File: src/design/dnsw_pkg.sv
// Types, constants and codes for the DNS name wire to text converter
package dnsw_pkg;

  // Name limits
  localparam int unsigned MaxLabelLen = 63;
  localparam int unsigned MaxNameLen  = 255;

  // Most result words caused by one input word
  localparam int unsigned MaxRes = 5;
  localparam int unsigned CntW   = $clog2(MaxRes + 1);

  // Characters
  localparam logic [7:0] ChDot   = 8'h2E;
  localparam logic [7:0] ChBsl   = 8'h5C;
  localparam logic [7:0] ChSpace = 8'h20;
  localparam logic [7:0] ChZero  = 8'h30;
  localparam logic [7:0] ChNul   = 8'h00;

  // Result status codes
  typedef enum logic [1:0] {
    ST_OK         = 2'd0,
    ST_LABEL_LONG = 2'd1,
    ST_NAME_LONG  = 2'd2
  } status_e;

  // One result word
  typedef struct packed {
    logic [7:0] ch;
    status_e    st;
    logic       last;
  } res_t;

  // Parser state carried between input words
  typedef struct packed {
    logic [5:0] label_rem;
    logic [7:0] offset;
    logic       first;
    logic       err;
    logic       done;
  } state_t;

  localparam state_t StateReset = '{label_rem: 6'd0, offset: 8'd0, first: 1'b1,
                                    err: 1'b0, done: 1'b0};

endpackage

File: src/design/dnsw_encode.sv
// Combinational step: one wire byte and the parser state to result words and next state
module dnsw_encode (
  input  logic [7:0]        wire_byte_i,
  input  logic              name_start_i,
  input  dnsw_pkg::state_t  state_i,
  output dnsw_pkg::state_t  state_o,
  output dnsw_pkg::res_t    res_o [dnsw_pkg::MaxRes],
  output logic [dnsw_pkg::CntW-1:0] res_cnt_o
);
  import dnsw_pkg::*;

  state_t          st;
  logic [9:0]      name_sum;
  logic [7:0]      body [MaxRes];
  logic [CntW-1:0] body_cnt;
  logic            add_dot;
  logic [5:0]      rem_dec;
  logic [1:0]      tens;
  logic [5:0]      ones;
  logic            single;
  res_t            single_res;

  // Decimal digits of a byte at or below space (hundreds digit is always zero)
  always_comb begin
    if (wire_byte_i[5:0] >= 6'd30) begin
      tens = 2'd3;
    end else if (wire_byte_i[5:0] >= 6'd20) begin
      tens = 2'd2;
    end else if (wire_byte_i[5:0] >= 6'd10) begin
      tens = 2'd1;
    end else begin
      tens = 2'd0;
    end
    case (tens)
      2'd1:    ones = wire_byte_i[5:0] - 6'd10;
      2'd2:    ones = wire_byte_i[5:0] - 6'd20;
      2'd3:    ones = wire_byte_i[5:0] - 6'd30;
      default: ones = wire_byte_i[5:0];
    endcase
  end

  // Name length if this length byte opens a label (wide enough not to wrap)
  assign name_sum = {2'b00, st.offset} + 10'd1 + {2'b00, wire_byte_i};
  assign rem_dec  = st.label_rem - 6'd1;

  // State update and result list
  always_comb begin
    st         = name_start_i ? StateReset : state_i;
    state_o    = st;
    for (int i = 0; i < MaxRes; i++) begin
      body[i] = ChNul;
    end
    body_cnt   = '0;
    add_dot    = 1'b0;
    single     = 1'b0;
    single_res = '{ch: ChNul, st: ST_OK, last: 1'b0};

    if (st.err || st.done) begin
      // dropping until the next name start
    end else if (st.label_rem == 6'd0) begin
      state_o.first = 1'b0;
      if (wire_byte_i == 8'd0) begin
        // end of name: root gives a dot first
        state_o.done = 1'b1;
        add_dot      = st.first;
        single       = 1'b1;
        single_res   = '{ch: ChNul, st: ST_OK, last: 1'b1};
      end else if (name_sum >= 10'(MaxNameLen)) begin
        state_o.err = 1'b1;
        single      = 1'b1;
        single_res  = '{ch: ChNul, st: ST_NAME_LONG, last: 1'b1};
      end else if (wire_byte_i > 8'(MaxLabelLen)) begin
        state_o.err = 1'b1;
        single      = 1'b1;
        single_res  = '{ch: ChNul, st: ST_LABEL_LONG, last: 1'b1};
      end else begin
        state_o.label_rem = wire_byte_i[5:0];
        state_o.offset    = st.offset + 8'd1;
      end
    end else begin
      // label character with escaping
      if (wire_byte_i == ChDot || wire_byte_i == ChBsl) begin
        body[0]  = ChBsl;
        body[1]  = wire_byte_i;
        body_cnt = CntW'(2);
      end else if (wire_byte_i <= ChSpace) begin
        body[0]  = ChBsl;
        body[1]  = ChZero;
        body[2]  = ChZero + {6'd0, tens};
        body[3]  = ChZero + {2'd0, ones};
        body_cnt = CntW'(4);
      end else begin
        body[0]  = wire_byte_i;
        body_cnt = CntW'(1);
      end
      state_o.label_rem = rem_dec;
      state_o.offset    = st.offset + 8'd1;
      add_dot           = (rem_dec == 6'd0);
    end
  end

  // Pack body, trailing dot and closing word into the result list
  always_comb begin
    for (int i = 0; i < MaxRes; i++) begin
      if (single) begin
        if (add_dot && i == 0) begin
          res_o[i] = '{ch: ChDot, st: ST_OK, last: 1'b0};
        end else begin
          res_o[i] = single_res;
        end
      end else if (CntW'(i) < body_cnt) begin
        res_o[i] = '{ch: body[i], st: ST_OK, last: 1'b0};
      end else begin
        res_o[i] = '{ch: ChDot, st: ST_OK, last: 1'b0};
      end
    end
    if (single) begin
      res_cnt_o = add_dot ? CntW'(2) : CntW'(1);
    end else begin
      res_cnt_o = body_cnt + {{(CntW-1){1'b0}}, add_dot};
    end
  end

endmodule

File: src/design/dns_name_wire_to_text.sv
// Top level of the DNS wire-format name to dotted text converter
//
// Input channel s_axis: one wire byte per word, tuser set on the first byte
// of each name. Output channel m_axis: one text character per word with its
// status; tlast marks the closing NUL or the single error word of a name.
// The parser state moves on as each byte is accepted; the results of that
// byte are loaded into a five-entry result register and shown from the next
// cycle. Throughput: one byte per cycle while each byte yields at most one
// result and the receiver does not stall. A byte that yields several
// results holds the input until they drain; the next byte is taken in the
// cycle the last of them leaves, so the rate is set by the single output
// port draining the result register.
// Reset clears the parser to the start of a name and empties the result
// register. When the receiver stalls, the current word holds and input is
// refused until the last queued word is being taken.
module dns_name_wire_to_text (
  input  logic        clk_i,
  input  logic        rst_ni,
  input  logic        s_axis_tvalid_i,
  output logic        s_axis_tready_o,
  input  logic [7:0]  s_axis_tdata_i,  // [7:0] wire_byte
  input  logic        s_axis_tuser_i,  // [0] name_start
  output logic        m_axis_tvalid_o,
  input  logic        m_axis_tready_i,
  output logic [15:0] m_axis_tdata_o,  // [7:0] text_char, [9:8] status, rest zero
  output logic        m_axis_tlast_o
);
  import dnsw_pkg::*;

  state_t          state_q, state_d;
  res_t            res_q [MaxRes];
  res_t            res_d [MaxRes];
  res_t            enc_res [MaxRes];
  logic [CntW-1:0] cnt_q, cnt_d, enc_cnt;
  logic            in_acc, out_pop;

  dnsw_encode u_enc (
    .wire_byte_i  (s_axis_tdata_i),
    .name_start_i (s_axis_tuser_i),
    .state_i      (state_q),
    .state_o      (state_d),
    .res_o        (enc_res),
    .res_cnt_o    (enc_cnt)
  );

  // Handshakes
  assign out_pop         = m_axis_tvalid_o && m_axis_tready_i;
  assign s_axis_tready_o = (cnt_q == '0) || ((cnt_q == CntW'(1)) && m_axis_tready_i);
  assign in_acc          = s_axis_tvalid_i && s_axis_tready_o;

  // Result register: load on accept, shift down on each word taken
  always_comb begin
    cnt_d = cnt_q;
    for (int i = 0; i < MaxRes; i++) begin
      res_d[i] = res_q[i];
    end
    if (in_acc) begin
      cnt_d = enc_cnt;
      for (int i = 0; i < MaxRes; i++) begin
        res_d[i] = enc_res[i];
      end
    end else if (out_pop) begin
      cnt_d = cnt_q - CntW'(1);
      for (int i = 0; i < MaxRes - 1; i++) begin
        res_d[i] = res_q[i + 1];
      end
    end
  end

  // Control state
  always_ff @(posedge clk_i or negedge rst_ni) begin
    if (!rst_ni) begin
      state_q <= StateReset;
      cnt_q   <= '0;
    end else begin
      cnt_q <= cnt_d;
      if (in_acc) begin
        state_q <= state_d;
      end
    end
  end

  // Result payload
  always_ff @(posedge clk_i) begin
    for (int i = 0; i < MaxRes; i++) begin
      res_q[i] <= res_d[i];
    end
  end

  // Output word
  assign m_axis_tvalid_o = (cnt_q != '0);
  assign m_axis_tdata_o  = {6'd0, res_q[0].st, res_q[0].ch};
  assign m_axis_tlast_o  = res_q[0].last;

endmodule

File: config.mk
export PLATFORM = sky130hd
export DESIGN_NAME = dns_name_wire_to_text
export DESIGN_NICKNAME = d
export VERILOG_FILES = /design/src/design/dnsw_pkg.sv /design/src/design/dnsw_encode.sv /design/src/design/dns_name_wire_to_text.sv
export SDC_FILE = /design/constraint.sdc
export NUM_CORES = 1
export LEC_CHECK = 0
export BUFFER_PORTS_ARGS = -buffer_cell sky130_fd_sc_hd__buf_4
export CORE_UTILIZATION = 50
export CTS_CLUSTER_SIZE = 40
export DETAILED_ROUTE_END_ITERATION = 10
export HOLD_SLACK_MARGIN = 0.12
export PLACE_DENSITY = 0.65
export SLEW_MARGIN = 5
export SYNTH_ARGS = -nofsm -noshare
export SYNTH_HDL_FRONTEND = slang
export SYNTH_SLANG_ARGS = --single-unit
File: constraint.sdc
create_clock -name clk_i -period 4.2 [get_ports clk_i]
set_input_delay 0.63 -clock clk_i [delete_from_list [all_inputs] [get_ports clk_i]]
set_output_delay 0.63 -clock clk_i [all_outputs]
set_load 0.005 [all_outputs]
Yosys cells after proc, flatten, opt, wreduce, memory -nomap -nowiden
Memories as Yosys holds them, arrays and structs flattened.
Cells that the tools add are included.
- word-level logic and storage cells: 103
- bits in registers: 20
- memory bits (writable): 55
- output and inout port bits: 19
- input port bits: 13
- memories: 1
- reductions and logical operators: 12
- multiplexer cells: 56
- equality and inequality tests: 6
- add/subtract/negate cells: 11
- order comparisons: 11
- memories (memory ; words ; bits a word ; rd ports ; clocked after memory_dff ; wr ports ; line ; source):
    res_q ; 5 ; 11 ; 5 ; 0 ; 5 ; dns_name_wire_to_text.sv:31 ; res_t res_q [MaxRes];
- operators with widths (operator ; count):
    11-bit two-way mux ; 14
    44-bit two-way mux ; 2
    32-bit two-way mux ; 2
    14-bit two-way mux ; 4
    17-bit two-way mux ; 2
    16-bit two-way mux ; 2
    3-bit two-way mux ; 9
    22-bit two-way mux ; 1
    6-bit one-hot mux with 3 select lines ; 1
    1-bit two-way mux ; 13
    6-bit by 5-bit >= comparator with 1-bit output (second input constant) ; 2
    6-bit zero test ; 2
    6-bit by 5-bit subtractor with 6-bit output (second input constant) ; 2
    10-bit by 8-bit adder with 10-bit output ; 1
    10-bit by 8-bit >= comparator with 1-bit output (second input constant) ; 1
    8-bit by 1-bit adder with 9-bit output (second input constant) ; 1
    9-bit two-way mux ; 1
    8-bit by 1-bit adder with 8-bit output (second input constant) ; 1
    8-bit by 6-bit == test with 1-bit output (second input constant) ; 1
    8-bit by 7-bit == test with 1-bit output (second input constant) ; 1
    8-bit by 6-bit > comparator with 1-bit output (second input constant) ; 1
    8-bit by 6-bit <= comparator with 1-bit output (second input constant) ; 1
    8-bit zero test ; 1
    2-bit two-way mux ; 4
    19 further kinds ; 26

Depth between registers and ports, before layout
Gate-level depths: netlist of run 1.
- depth after elaboration: 14
- mapped depth: 18
- mapped depth without buffers: 15

Cells and area by module
A second synthesis of run 1 with hierarchy kept.
- cell total of the unflattened synthesis: 517
- area total of the unflattened synthesis: 5421.4 µm²
- modules (own cells, without submodules) (module ; area each (µm²) ; seq. area each (µm²) ; cells each ; times used):
    dns_name_wire_to_text ; 3184.3 ; 2153.3 ; 182 ; 1
    dnsw_encode ; 2237.1 ; 0.0 ; 335 ; 1

Worst setup path before layout of run 1
Ideal clock, no wire load.
- kind: in2reg
- start point: input port s_axis_tuser_i
- end point: memory res_q[0][10] (netlist bit), data pin
- setup time: 0.257 ns
- cell stages on the path: 16
- path slack: 0.382 ns
- arrival time: 3.561 ns
- path through: buf_2 > buf_1 > nor2b_1 > ha_1 > and2_1 > and2_1 > xnor2_1 > ha_1 > a21o_1 > a21oi_1 > a21oi_1 > a32oi_1 > a211oi_4 > a21oi_2 > nor2_2 > a32o_1
- RTL lines (element ; line ; source):
    from (decl) ; dns_name_wire_to_text.sv:22 ; input logic s_axis_tuser_i,
    to (decl) ; dns_name_wire_to_text.sv:31 ;

==> results of run 1 <==
==> worst register-to-register path, delay by kind of cell (launching register included) <==
kind / cells / cell delay [ns]
fa+ha+maj: 1 / 0.35
compound gates: 7 / 1.69
simple gates: 6 / 1.25
flops: 1 / 0.38
==> flip-flops by register name, summed over array words and instances (netlist names) <==
register / cells
state_q: 17
res_q: 46
cnt_q: 3
==> area by class of cell <==
class / count / area [um2]
Sequential cell: 66 / 1870
Fill cell: 781 / 3780
Multi-Input combinational cell: 361 / 2330
Inverter: 19 / 71.3
Clock buffer: 9 / 124
Clock inverter: 7 / 100
Timing Repair Buffer: 35 / 263
Tap cell: 108 / 135
==> power groups by stage <==
stage	sequential, mW	combinational [mW]	clock (mW)
after floorplan	1.16	0.786	0
after global placement	1.17	1.02	0
after detailed placement	1.18	1.04	0
after CTS	1.17	1.04	0.626
after global routing	1.21	1.16	0.650
final	1.17	1.04	0.615
==> layer usage <==
metal,share of wire,vias to the layer above,track usage
met5,0,-,0
met4,0.021,0,0.0833
met3,0.055,19,0.0383
met2,0.48,116,0.388
met1,0.44,1740,0.327
li1,-,1758,-
==> synthesized netlist by cell type (6+ instances only) <==
cell type,instances
a21o_1,10
buf_4,17
o21ai_1,10
inv_1,19
a211oi_1,6
nor3_1,12
nor2_1,34
xnor2_1,8
edfxtp_1,45
a31oi_1,8
clkbuf_1,14
o21ai_0,28
and3_1,7
nand3_1,16
a21oi_1,27
dfrtp_1,19
nand2_1,64
ha_1,25
o21ai_2,8
==> kinds of logic (layout without fill, tap and decap cells) <==
kind of cell             count (synthesis)  in the layout  share of synthesized area
AND/OR/NAND/NOR                        170            170                      0.187
buffers and inverters                   56             70                     0.0639
flip-flops                              66             66                      0.419
adder cells (fa/ha/maj)                 26             26                     0.0745
XOR/XNOR                                12             12                     0.0235
other                                    1              7                   0.000840
AO/OA/AOI/OAI                          144            144                      0.226
multiplexers                             2              2                    0.00448
==> worst max path at each step <==
| stage | from | endpoint | cells after the start |
|---|---|---|---|
| after global routing | state_q[3] | res_q[0][38] | 14 |
| after detailed placement | s_axis_tuser_i | res_q[0][38] | 15 |
| after CTS | state_q[3] | res_q[0][38] | 14 |
| final | state_q[3] | res_q[0][38] | 14 |
| after global placement | s_axis_tuser_i | res_q[0][38] | 15 |
| after floorplan | s_axis_tuser_i | res_q[0][10] | 16 |
==> per-stage QoR <==
| stage | hold slack (ns) | instances |
|---|---|---|
| global route | 0.158 | 605 |
| detailed placement | 0.467 | 589 |
| global placement | 0.449 | 589 |
| finish | 0.155 | 605 |
| CTS | 0.159 | 605 |
| floorplan | 0.334 | 483 |
==> results.md, run 1 <==
* Pwr Total at 2.82 mW
* Clk_lat worst skew at 0.35 ns
* Hold crit path type: input port to async pin
* Relative slew slack at 0.449
* DRC violations left at 0
* Final nets at 531
* Average wire per standard cell at 17.4 um
* Clock Sinks at 66
* Max IR drop VDD at 276 uV
* Initial antenna violation count at 0
* Worst Setup Path Type: flip-flop to flip-flop
* Req. time, crit path at 4.27 ns
* Core area at 8680 um2
* Root buf cell: clkbuf_8
* Mapped Cells at 477
* FF-to-FF path depth at 14
* Post-route ant nets at 0
* Post-DP HPWL at 7.55 mm
* Post-cts resize count at 0
* Sw frac at 0.362
* Number of synthesized flops with an enable pin at 45
* Final setup vio count at 0
* Switching power at 1.02 mW
* Ys Warns at 0
* TritonRoute pass-1 iters at 5
* P_leak at 2.06 nW
* Chip width at 96.5 um
* First-pass GRT wire length at 16.8 mm
* Post-CTS setup buffer count at 0
* Avg Inst Size Synth at 9.36 um2
* Routability-driven placement congestion ratio at 0.890
* Number of hold violations in the final report at 0
* Max capacitance violation total at 0
* Max clock buf depth at 2
* Combinational Power Share at 0.367
* Yosys top cell by area: edfxtp_1
* Min cycle time layout at 3.96 ns
* Tot GR Track Use at 0.240
* Post-synthesis sequential area ratio at 0.419
* Ordered cell list for the critical path: nor2b_1 -> and3_1 -> nand3_1 -> or3_1 -> a21oi_1 -> ha_1 -> and4_1 -> a21oi_1 -> a21oi_1 -> a32oi_1 -> a211o_2 -> nor2_4 -> o21ai_2 -> o21ai_0
* Setup WS pre-CTS at -0.0937 ns
* Final period util at 0.943
* Via/cell ratio at 6.00
* Worst-margin pin slew at 0.818 ns
* Die area at 9310 um2
* CTS clk-pin slew, worst paths at 0.08 ns
* Gr ovfl total at 0
* Distinct cells, synth at 74
* Largest stage delay, worst path at 0.51 ns
* Die Span Y at 96.5 um
* RR Endpoint: res_q[0][38]
* F_max at 253 MHz
* ANT cells at 0
* Commonest non-fill, non-tap cells in the layout: nand2_1, edfxtp_1, buf_4, nor2_1, o21ai_0
* CP max FO at 12
* Synth Flop Type: edfxtp_1
* Sequential share of power at 0.415
* CP max-delay cell: o21ai_2
* Clk network pwr share at 0.218
* Setup slack, reg-to-reg at 0.24 ns
* Slew Limit Fails at 0
* Critical path buffer and inverter count at 0
* Rows at 34
* DR vias at 3,633
* Commonest non-fill, non-tap cell in the layout: nand2_1
* Status: finished, final reports clean
* Total wire length at 10.5 mm
* R2R Path Start: state_q[3]
* Final setup skew at 0.0117 ns
* # H-tree levels at 3
* Cell mode on critical path: a21oi_1
* PD cells at 576 nW/um2
* Final Core Density at 0.564
* Final worst slack at 0.240 ns
* CP endpoint kind: flip-flop
* Synth-to-Final Area Change at 9.64%
* CTS tree: done
* I/O pins at 32
* Finished Cell Area at 4900 um2
* Placed standard-cell area at 4670 um2
* Share of post-route cells with drive strength above 1 at 0.171
* Main area contributors after synthesis: edfxtp_1, dfrtp_1, ha_1, nand2_1, o21ai_0
* Crit path max-delay family: compound AO/OA/AOI/OAI gates
* RSZ-0062 raised after global routing: false
* Largest net degree at the start of global routing at 30
* Post-Syn Area at 4470 um2
* Starting Density at 0.515
* DRT iter0 DRCs at 208
* Vias in the first global route at 3,299
* Internal power at 1.80 mW
* Setup TNS at 0 ns
* Seq cells post-synth at 66
* Total CTS buffers at 9
* Synth top area share at 0.303
* Worst setup SP type: flip-flop
* Port Buf Inserts at 25
* Async SR Flop Fraction at 0.303
* Post-CTS Hold Buffers at 0
* Critical path arrival at 4.03 ns
No activity file was read; power rests on OpenSTA's default activity.
==> run 2: changes to the inputs <==
--- a/config.mk
+++ b/config.mk
@@ -6,6 +6,7 @@
 export NUM_CORES = 1
 export LEC_CHECK = 0
 export BUFFER_PORTS_ARGS = -buffer_cell sky130_fd_sc_hd__buf_4
+export CORE_MARGIN = 2
 export CORE_UTILIZATION = 50
 export CTS_CLUSTER_SIZE = 40
 export DETAILED_ROUTE_END_ITERATION = 10
==> run 2 against run 1 <==
Net effect:
- critical path depth up 2
- setup slack better by 0.10 ns
- first-iteration DRC count up 6.7%
- global-route usage down 1.6 points
- critical path type is now input port to flip-flop
- final cell count unchanged
- routed wire length up 1.7%
- sequential cell count unchanged
- sequential share of layout area down 0.059 points
- largest cell class unchanged
==> results.md, run 2 (synthesis gave the netlist of run 1 again) <==
* Status: finished, final reports clean
* First-pass GRT wire length at 17.4 mm
* DR vias at 3,660
* Share of post-route cells with drive strength above 1 at 0.171
* Rows at 34
* Slew Limit Fails at 0
* Largest register FFs at 46
* Largest net degree at the start of global routing at 30
* Total wire length at 10.7 mm
* Initial antenna violation count at 0
* Synth-to-Final Area Change at 9.81%
* DRC violations left at 0
* CP endpoint kind: flip-flop
* Pwr Total at 2.84 mW
* Post-route ant nets at 0
* Commonest non-fill, non-tap cell in the layout: nand2_1
* I/O pins at 32
* TritonRoute pass-1 iters at 5
* Final setup skew at 0.00872 ns
* Routability-driven placement congestion ratio at 0.930
* RSZ-0062 raised after global routing: false
* Final period util at 0.919
* CTS clk-pin slew, worst paths at 0.08 ns
* Vias in the first global route at 3,376
* Die Span Y at 98.5 um
* Via/cell ratio at 6.05
* Largest Register: res_q
* Final nets at 531
* PD cells at 578 nW/um2
* Root buf cell: clkbuf_8
* Gr ovfl total at 0
* Post-DP HPWL at 7.56 mm
* Clk_lat worst skew at 0.34 ns
* Largest regs: res_q x46, state_q x17, cnt_q x3
* F_max at 259 MHz
* Post-CTS Hold Buffers at 0
* Max IR drop VDD at 231 uV
* Tot GR Track Use at 0.224
* Commonest non-fill, non-tap cells in the layout: nand2_1, edfxtp_1, buf_4, nor2_1, o21ai_0
* Chip width at 98.5 um
* Worst setup SP type: input port
* Starting Density at 0.515
* CP startpoint: s_axis_tuser_i
* Setup TNS at 0 ns
* Clock Sinks at 66
* Average wire per standard cell at 17.7 um
* Min cycle time layout at 3.86 ns
* Req. time, crit path at 4.29 ns
* R2R Path Start: state_q[3]
* CP max FO at 7
* Hold crit path type: input port to async pin
* Max capacitance violation total at 0
* Port Buf Inserts at 25
* CTS tree: done
* Final setup vio count at 0
* Critical path arrival at 3.95 ns
* Max clock buf depth at 2
* ANT cells at 0
* Worst Setup Path Type: input port to flip-flop
* Core area at 8680 um2
* DRT iter0 DRCs at 222
* Worst-margin pin slew at 0.762 ns
* P_leak at 2.06 nW
* Number of hold violations in the final report at 0
* Total CTS buffers at 9
* Die area at 9700 um2
* # H-tree levels at 3
* Relative slew slack at 0.487
==> run 2: cell count changes in the layout (fill, tap and decap cells not counted) <==
cell / before / now
inv_6: 3 / 2
clkinv_4: 1 / 2
o21ai_2: 8 / 7
o21ai_4: 0 / 1
==> run 2: final cells by class <==
| cell class | instances | area [um2] |
|---|---|---|
| Clock buffer | 9 | 124 |
| Sequential cell | 66 | 1870 |
| Clock inverter | 7 | 100 |
| Inverter | 19 | 71.3 |
| Multi-Input combinational cell | 361 | 2340 |
| Fill cell | 769 | 3770 |
| Timing Repair Buffer | 35 | 263 |
| Tap cell | 108 | 135 |
==> run 2: through the flow <==
step,hold slack (ns),worst slack [ns],util,cell area (um2),std cells
after global routing,0.162,0.124,0.565,4900,605
after detailed placement,0.459,0.000439,0.538,4670,589
after CTS,0.154,0.353,0.564,4900,605
after floorplan,0.334,0.382,-,4490,483
final,0.158,0.341,0.565,4900,605
after global placement,0.451,0.113,0.538,4670,589
==> run 2: power breakdown <==
group	total, mW	leakage [nW]	switching [mW]	internal (mW)
combinational	1.05	1.23	0.645	0.402
clock	0.618	0.114	0.278	0.340
sequential	1.17	0.715	0.116	1.06
==> run 2: path summary, 6_finish.rpt <==
kind | endpoint | slack [ns] | depth (start not counted)
min in group clk_i | res_q[0][31] | 0.47 | 2
worst min-delay path | state_q[16] | 0.16 | 1
worst max register to register | res_q[0][10] | 0.35 | 15
max in group asynchronous | state_q[2] | 3.76 | 1
worst max-delay path | res_q[0][10] | 0.34 | 16
worst min register to register | res_q[0][31] | 0.47 | 2
==> run 2: repair_timing <==
action | in CTS | in global routing
setup buffers | 0 | 0
resized for setup | 0 | 1
endpoints found under the setup margin | 0 | 1
==> run 2: critical path: stages <==
cell	delay [ns]
buf_4	0.13
nor2b_1	0.20
and3_1	0.30
nand3_1	0.12
or3_1	0.36
a21oi_1	0.22
ha_1	0.33
and4_1	0.18
a21oi_1	0.18
a21oi_1	0.10
a32oi_1	0.23
buf_4	0.17
a211oi_4	0.06
a21oi_2	0.31
nor2_2	0.13
a32o_1	0.29
==> run 2: routing by layer <==
layer	up-vias	routed length (um)	global-route usage
li1	1758	-	-
met1	1761	4980	0.317
met2	125	5010	0.357
met3	16	532	0.0362
met4	0	192	0.0664
met5	-	0	0
